## config.mk

```make
export PLATFORM = sky130hd
export DESIGN_NAME = modular_exponentiation
export DESIGN_NICKNAME = d
export VERILOG_FILES = /design/src/sv/mexp_pkg.sv /design/src/sv/modular_exponentiation.sv
export SDC_FILE = /design/constraint.sdc
export NUM_CORES = 1
export LEC_CHECK = 0
export ABC_AREA = 1
export BUFFER_PORTS_ARGS = -buffer_cell sky130_fd_sc_hd__buf_4
export CORE_MARGIN = 1
export CORE_UTILIZATION = 25
export CTS_CLUSTER_SIZE = 20
export DETAILED_ROUTE_END_ITERATION = 8
export GPL_ROUTABILITY_DRIVEN = 0
export PLACE_DENSITY = 0.44
export SYNTH_ARGS = -nofsm -noshare
export SYNTH_HDL_FRONTEND = slang
export SYNTH_SLANG_ARGS = --single-unit
export TNS_END_PERCENT = 30
```

## constraint.sdc

```tcl
create_clock -name i_clk -period 6.51 [get_ports i_clk]
set_input_delay 1.953 -clock i_clk [delete_from_list [all_inputs] [get_ports i_clk]]
set_output_delay 1.953 -clock i_clk [all_outputs]
set_load 0.05 [all_outputs]
```

## src/sv/mexp_pkg.sv

```systemverilog
// Shared types and constants for the modular exponentiation block.
`timescale 1ns / 1ps

package mexp_pkg;

    localparam int BASE_W    = 64;
    localparam int EXP_IN_W  = 63;
    localparam int RESULT_W  = 32;
    localparam int CFG_W     = 32;
    localparam int CNT_W     = $clog2(BASE_W + 1);

    localparam logic [CFG_W-1:0] RESET_MODULUS = 32'd1000000007;

    typedef enum logic [2:0] {
        S_IDLE,
        S_BASE,
        S_SIGN,
        S_MUL,
        S_SQR
    } t_state;

endpackage

```

## src/sv/modular_exponentiation.sv

```systemverilog
// Top level: modular exponentiation by right-to-left square-and-multiply.
// When the modulus is 0 or 1, o_valid follows start in the next cycle. One
// shared shift/add/reduce unit takes one multiplier bit per cycle; base
// reduction runs it over all 64 bits of the base magnitude.
// One item at a time; busy stays high until the result strobe.
// Reset (synchronous, active low) returns to idle and loads modulus 1000000007.
`timescale 1ns / 1ps

module modular_exponentiation #(
    parameter int MOD_WIDTH = 32,
    parameter int EXP_WIDTH = 63
) (
    input  logic                                i_clk,
    input  logic                                i_rst_n,
    input  logic                                i_cfg_we,
    input  logic [mexp_pkg::CFG_W-1:0]          i_cfg_wdata,
    input  logic                                start,
    output logic                                busy,
    input  logic signed [mexp_pkg::BASE_W-1:0]  i_base,
    input  logic [mexp_pkg::EXP_IN_W-1:0]       i_exponent,
    output logic                                o_valid,
    output logic [mexp_pkg::RESULT_W-1:0]       o_power_residue
);
    import mexp_pkg::*;

    localparam int SUM_W = MOD_WIDTH + 2;
    localparam int PAD_W = BASE_W - MOD_WIDTH;

    t_state                 r_state, n_state;
    logic [MOD_WIDTH-1:0]   r_modulus;
    logic [MOD_WIDTH-1:0]   r_rem, n_rem;
    logic [MOD_WIDTH-1:0]   r_acc, n_acc;
    logic [MOD_WIDTH-1:0]   r_sq, n_sq;
    logic [BASE_W-1:0]      r_bits, n_bits;
    logic [CNT_W-1:0]       r_cnt, n_cnt;
    logic [EXP_WIDTH-1:0]   r_exp, n_exp;
    logic                   r_neg, n_neg;
    logic                   r_valid, n_valid;
    logic [MOD_WIDTH-1:0]   r_result, n_result;

    logic [MOD_WIDTH-1:0]   addend;
    logic [SUM_W-1:0]       sum;
    logic [SUM_W-1:0]       m1;
    logic [SUM_W-1:0]       m2;
    logic [MOD_WIDTH-1:0]   step_rem;
    logic [MOD_WIDTH-1:0]   sign_rem;
    logic [BASE_W-1:0]      magnitude;
    logic [EXP_WIDTH-1:0]   exp_next;
    logic                   last_step;
    logic                   mod_trivial;

    assign busy            = (r_state != S_IDLE);
    assign o_valid         = r_valid;
    assign o_power_residue = RESULT_W'(r_result);
    assign mod_trivial     = (r_modulus[MOD_WIDTH-1:1] == '0);
    assign magnitude       = i_base[BASE_W-1] ? (BASE_W'(0) - BASE_W'(i_base))
                                              : BASE_W'(i_base);
    assign last_step       = (r_cnt == CNT_W'(1));
    assign exp_next        = r_exp >> 1;

    // shared unit: rem = (2*rem + bit*addend) mod m
    always_comb begin
        case (r_state)
            S_MUL:   addend = r_acc;
            S_SQR:   addend = r_sq;
            default: addend = MOD_WIDTH'(1);
        endcase
        sum = {1'b0, r_rem, 1'b0} + (r_bits[BASE_W-1] ? SUM_W'(addend) : SUM_W'(0));
        m1  = SUM_W'(r_modulus);
        m2  = {1'b0, r_modulus, 1'b0};
        if (sum >= m2) begin
            step_rem = MOD_WIDTH'(sum - m2);
        end else if (sum >= m1) begin
            step_rem = MOD_WIDTH'(sum - m1);
        end else begin
            step_rem = MOD_WIDTH'(sum);
        end
        sign_rem = (r_neg && (r_rem != '0)) ? (r_modulus - r_rem) : r_rem;
    end

    always_comb begin
        n_state  = r_state;
        n_rem    = r_rem;
        n_acc    = r_acc;
        n_sq     = r_sq;
        n_bits   = r_bits;
        n_cnt    = r_cnt;
        n_exp    = r_exp;
        n_neg    = r_neg;
        n_valid  = 1'b0;
        n_result = r_result;
        case (r_state)
            S_IDLE: begin
                if (start) begin
                    if (mod_trivial) begin
                        n_valid  = 1'b1;
                        n_result = '0;
                    end else begin
                        n_state = S_BASE;
                        n_rem   = '0;
                        n_acc   = MOD_WIDTH'(1);
                        n_bits  = magnitude;
                        n_cnt   = CNT_W'(BASE_W);
                        n_exp   = i_exponent[EXP_WIDTH-1:0];
                        n_neg   = i_base[BASE_W-1];
                    end
                end
            end
            S_BASE: begin
                n_rem  = step_rem;
                n_bits = r_bits << 1;
                n_cnt  = r_cnt - CNT_W'(1);
                if (last_step) begin
                    n_state = S_SIGN;
                end
            end
            S_SIGN: begin
                n_sq   = sign_rem;
                n_rem  = '0;
                n_bits = {sign_rem, PAD_W'(0)};
                n_cnt  = CNT_W'(MOD_WIDTH);
                if (r_exp == '0) begin
                    n_state  = S_IDLE;
                    n_valid  = 1'b1;
                    n_result = r_acc;
                end else if (r_exp[0]) begin
                    n_state = S_MUL;
                end else begin
                    n_state = S_SQR;
                end
            end
            S_MUL: begin
                n_rem  = step_rem;
                n_bits = r_bits << 1;
                n_cnt  = r_cnt - CNT_W'(1);
                if (last_step) begin
                    n_acc  = step_rem;
                    n_rem  = '0;
                    n_bits = {r_sq, PAD_W'(0)};
                    n_cnt  = CNT_W'(MOD_WIDTH);
                    if (exp_next == '0) begin
                        n_state  = S_IDLE;
                        n_valid  = 1'b1;
                        n_result = step_rem;
                    end else begin
                        n_state = S_SQR;
                    end
                end
            end
            S_SQR: begin
                n_rem  = step_rem;
                n_bits = r_bits << 1;
                n_cnt  = r_cnt - CNT_W'(1);
                if (last_step) begin
                    n_sq   = step_rem;
                    n_exp  = exp_next;
                    n_rem  = '0;
                    n_bits = {step_rem, PAD_W'(0)};
                    n_cnt  = CNT_W'(MOD_WIDTH);
                    if (exp_next == '0) begin
                        n_state  = S_IDLE;
                        n_valid  = 1'b1;
                        n_result = r_acc;
                    end else if (exp_next[0]) begin
                        n_state = S_MUL;
                    end else begin
                        n_state = S_SQR;
                    end
                end
            end
            default: begin
                n_state = S_IDLE;
            end
        endcase
    end

    always_ff @(posedge i_clk) begin
        if (!i_rst_n) begin
            r_state <= S_IDLE;
        end else begin
            r_state <= n_state;
        end
    end

    always_ff @(posedge i_clk) begin
        if (!i_rst_n) begin
            r_valid   <= 1'b0;
            r_modulus <= MOD_WIDTH'(RESET_MODULUS);
        end else begin
            r_valid <= n_valid;
            if (i_cfg_we) begin
                r_modulus <= i_cfg_wdata[MOD_WIDTH-1:0];
            end
        end
    end

    always_ff @(posedge i_clk) begin
        r_rem    <= n_rem;
        r_acc    <= n_acc;
        r_sq     <= n_sq;
        r_bits   <= n_bits;
        r_cnt    <= n_cnt;
        r_exp    <= n_exp;
        r_neg    <= n_neg;
        r_result <= n_result;
    end

endmodule

```

==> results.sh <==
export IMPL_remaining_drc_errors=0
export IMPL_placed_standard_cell_area_um2=29000
export IMPL_global_route_wire_length_before_repair_um=175000
export IMPL_area_of_the_multi_input_gates_um2=14600
export IMPL_die_x_um=323
export IMPL_drt_wirelength_per_cell_um=22.6
export IMPL_pwr_density_cell_nw_per_um2=481
export IMPL_cp_data_required_time_ns=6.83
export IMPL_cts_root_buffer="sky130_fd_sc_hd__clkbuf_16"
export IMPL_layout_filler_cells=11483
export IMPL_grtUsageTotal_pct=23.1
export IMPL_slew_viol_final=0
export IMPL_clock_sinks=299
export IMPL_layout_drive_gt1_share_pct=9.93
export IMPL_number_of_vias_after_detailed_routing=27022
export IMPL_fin_skew_ns=0.0292
export IMPL_design_die_area_um2=104000
export IMPL_postSynthNetCount=4172
export IMPL_min_path_cells=2
export IMPL_worst_r2r_cell_count=29
export IMPL_critPathMaxFanout=29
export IMPL_final_period_utilization_pct=93.5
export IMPL_synth_edff_count=263
export IMPL_worst_skew_pair_late_latency_ns=0.59
export IMPL_antenna_violating_nets_post_route=0
export IMPL_synth_seq_area_share_pct=33.5
export IMPL_tritoncts="yes"
export IMPL_ys_ff_latch=299
export IMPL_cp_arrival_ns=6.41
export IMPL_grt_overflow_total=0
export IMPL_hold_viol_final=0
export IMPL_critical_path_most_common_cell="sky130_fd_sc_hd__nand2_1"
export IMPL_grt_antenna_before_repair=5
export IMPL_criticalPathCategory="register to register"
export IMPL_fp_row_count=117
export IMPL_placedCellCount=5384
export IMPL_placeableCoreArea_um2=102000
export IMPL_numCtsBuffers=40
export IMPL_instances_no_fill=5458
export IMPL_regArea_um2=8620
export IMPL_per_instance_average_area_after_synthesis_um2=6.64
export IMPL_finalCriticalPeriod_ns=6.09
export IMPL_run_status="complete, no violations"
export IMPL_layout_common_cells="sky130_fd_sc_hd__nand2_1, sky130_fd_sc_hd__inv_1, sky130_fd_sc_hd__nor2_1"
export IMPL_port_buffer_count=196
export IMPL_fin_setup_tns_ns=0
export IMPL_hold_path_class="register to register"
export IMPL_clkSlewWorstSetupHoldPaths_ns=0.06
export IMPL_critPathMaxStageDelay_ns=0.53
export IMPL_rsz0062_at_grt="no"
export IMPL_die_height_um=323
export IMPL_place_detailed_hpwl_um=100000
export IMPL_maxCapViolCount=0
export IMPL_post_cts_repair_setup_buffers=0
export IMPL_syn_instance_count=3876
export IMPL_clock_tree_buffer_depth=3
export IMPL_drt_first_iter_violations=2986
export IMPL_boundaryPins=197
export IMPL_synthToLayoutAreaGrowth_pct=17.7
export IMPL_holdBufCountCts=0
export IMPL_startpoint_type="register"
export IMPL_tightestPinTransition_ns=1.05
export IMPL_max_slew_margin_rel_pct=30.1
export IMPL_finalNetCount=4354
export IMPL_clock_tree_htree_level_count=2
export IMPL_first_global_vias=25158
export IMPL_finalWirelength_um=124000
export IMPL_via_per_inst=4.95
export IMPL_postSynth_asyncResetShare_pct=0
export IMPL_worstSetupEndpointType="register"
export IMPL_yosys_warnings=0
export IMPL_finalInstanceArea_um2=30300
export IMPL_p_leak_nw=14.4
export IMPL_grt_start_max_net_pins=84
export IMPL_synth_ff_type="sky130_fd_sc_hd__edfxtp_1"
export IMPL_synth_cell_area_um2=25800
export IMPL_slowest_cp_cell="sky130_fd_sc_hd__ha_2"
export IMPL_start_util_pct=25.3
export IMPL_max_freq_ghz=0.164
export IMPL_detailedRoute_firstPassIterationCount=6
export IMPL_setup_viol_count_final=0
export IMPL_final_common_cell="sky130_fd_sc_hd__nand2_1"
export IMPL_worst_ir_drop_vdd_mv=0.213
export IMPL_synth_distinct_cells=53
-- metal layers --
layer  share of wire (%)  wire length (um)  track usage [%]  vias to the layer above
met4                 4.7              5810             9.62                        0
met1                  44             54200             31.7                    12688
met5                   0                 0                0                        -
li1                    -                 -                -                    13006
met3                 8.3             10200             3.95                      185
met2                  43             53300             35.6                     1143
-- sequential cells by signal (all words and copies together), names as in the netlist --
name and flops:
r_acc 32, r_bits 64, r_sq 32, r_modulus 32, r_rem 32, r_neg 1
r_exp 63, o_valid 1, o_power_residue 32, r_state 3, r_cnt 7
-- stage by stage --
step	worst slack (ns)	util [%]	hold slack (ns)	power, mW
CTS	0.256	29.7	0.515	14.4
floorplan	0.862	-	0.493	8.61
global placement	0.252	28.4	0.508	12.1
detailed placement	0.274	28.4	0.505	12.1
finish	0.421	29.8	0.514	14.6
global route	0.0175	29.7	0.538	15.3
-- Yosys cell counts (21+ instances only) --
master	n	share of area (%)
sky130_fd_sc_hd__nand4_1	97	2.4
sky130_fd_sc_hd__edfxtp_1	263	31
sky130_fd_sc_hd__o21ai_0	216	4.2
sky130_fd_sc_hd__nor2_1	344	5.0
sky130_fd_sc_hd__nor4_1	30	0.73
sky130_fd_sc_hd__inv_1	569	8.3
sky130_fd_sc_hd__or2_2	25	0.61
sky130_fd_sc_hd__nand2_1	1262	18
sky130_fd_sc_hd__ha_1	129	6.3
sky130_fd_sc_hd__xnor2_1	37	1.3
sky130_fd_sc_hd__xor2_1	63	2.1
sky130_fd_sc_hd__nand3_1	255	5.0
sky130_fd_sc_hd__dfxtp_1	36	2.8
sky130_fd_sc_hd__nand3_2	23	0.89
sky130_fd_sc_hd__a21oi_1	222	4.3
sky130_fd_sc_hd__o21bai_1	21	0.61
sky130_fd_sc_hd__clkbuf_1	73	1.1
sky130_fd_sc_hd__nor3_1	39	0.76
-- kinds of logic after synthesis --
| logic type | Yosys count | share of synthesized area, % |
|---|---|---|
| AOI/OAI and AO/OA | 540 | 11.4 |
| and+or+nand+nor | 2121 | 35.0 |
| xor gates and xnor gates | 100 | 3.40 |
| adders and majority gates | 133 | 6.58 |
| DFF | 299 | 33.5 |
| buffers and inverters | 683 | 10.2 |
-- layout make-up --
cell class	count	share of cell area (%)
Timing Repair Buffer	249	6.26
Inverter	574	7.12
Tap cell	1368	5.65
Multi-Input combinational cell	2894	48.2
Sequential cell	299	28.4
Antenna cell	1	0.00826
Clock buffer	49	3.62
Clock inverter	24	0.714
-- timing repair --
| item | CTS | global route |
|---|---|---|
| resized for setup | 0 | 7 |
| endpoints found under the setup margin | 0 | 54 |
| endpoints found under the hold margin | 0 | 0 |
-- critical path: cells and delay by family, from the launching register on --
family / cells / cell delay [ns]
adder cells (fa/ha/maj): 2 / 0.89
AO/OA/AOI/OAI: 2 / 0.29
AND/OR/NAND/NOR: 21 / 3.44
buffers and inverters: 4 / 0.86
flip-flops: 1 / 0.35
-- power by group --
| part | internal [mW] | switching [mW] | total [mW] | leakage [nW] |
|---|---|---|---|---|
| sequential | 3.18 | 0.584 | 3.77 | 2.90 |
| clock | 1.29 | 0.965 | 2.26 | 0.645 |
| combinational | 2.31 | 6.24 | 8.55 | 10.9 |
-- worst paths after layout --
check | from | to | slack [ns]
worst max-delay path | r_state[1]$_SDFFE_PN0P_ | r_bits[63]$_DFFE_PP_ | 0.42
worst min-delay path | r_bits[16]$_DFFE_PP_ | r_bits[17]$_DFFE_PP_ | 0.51
worst max register to register | r_state[1]$_SDFFE_PN0P_ | r_bits[63]$_DFFE_PP_ | 0.42
worst min register to register | r_bits[16]$_DFFE_PP_ | r_bits[17]$_DFFE_PP_ | 0.51
Note: power is estimated with default switching activity, not from simulation.
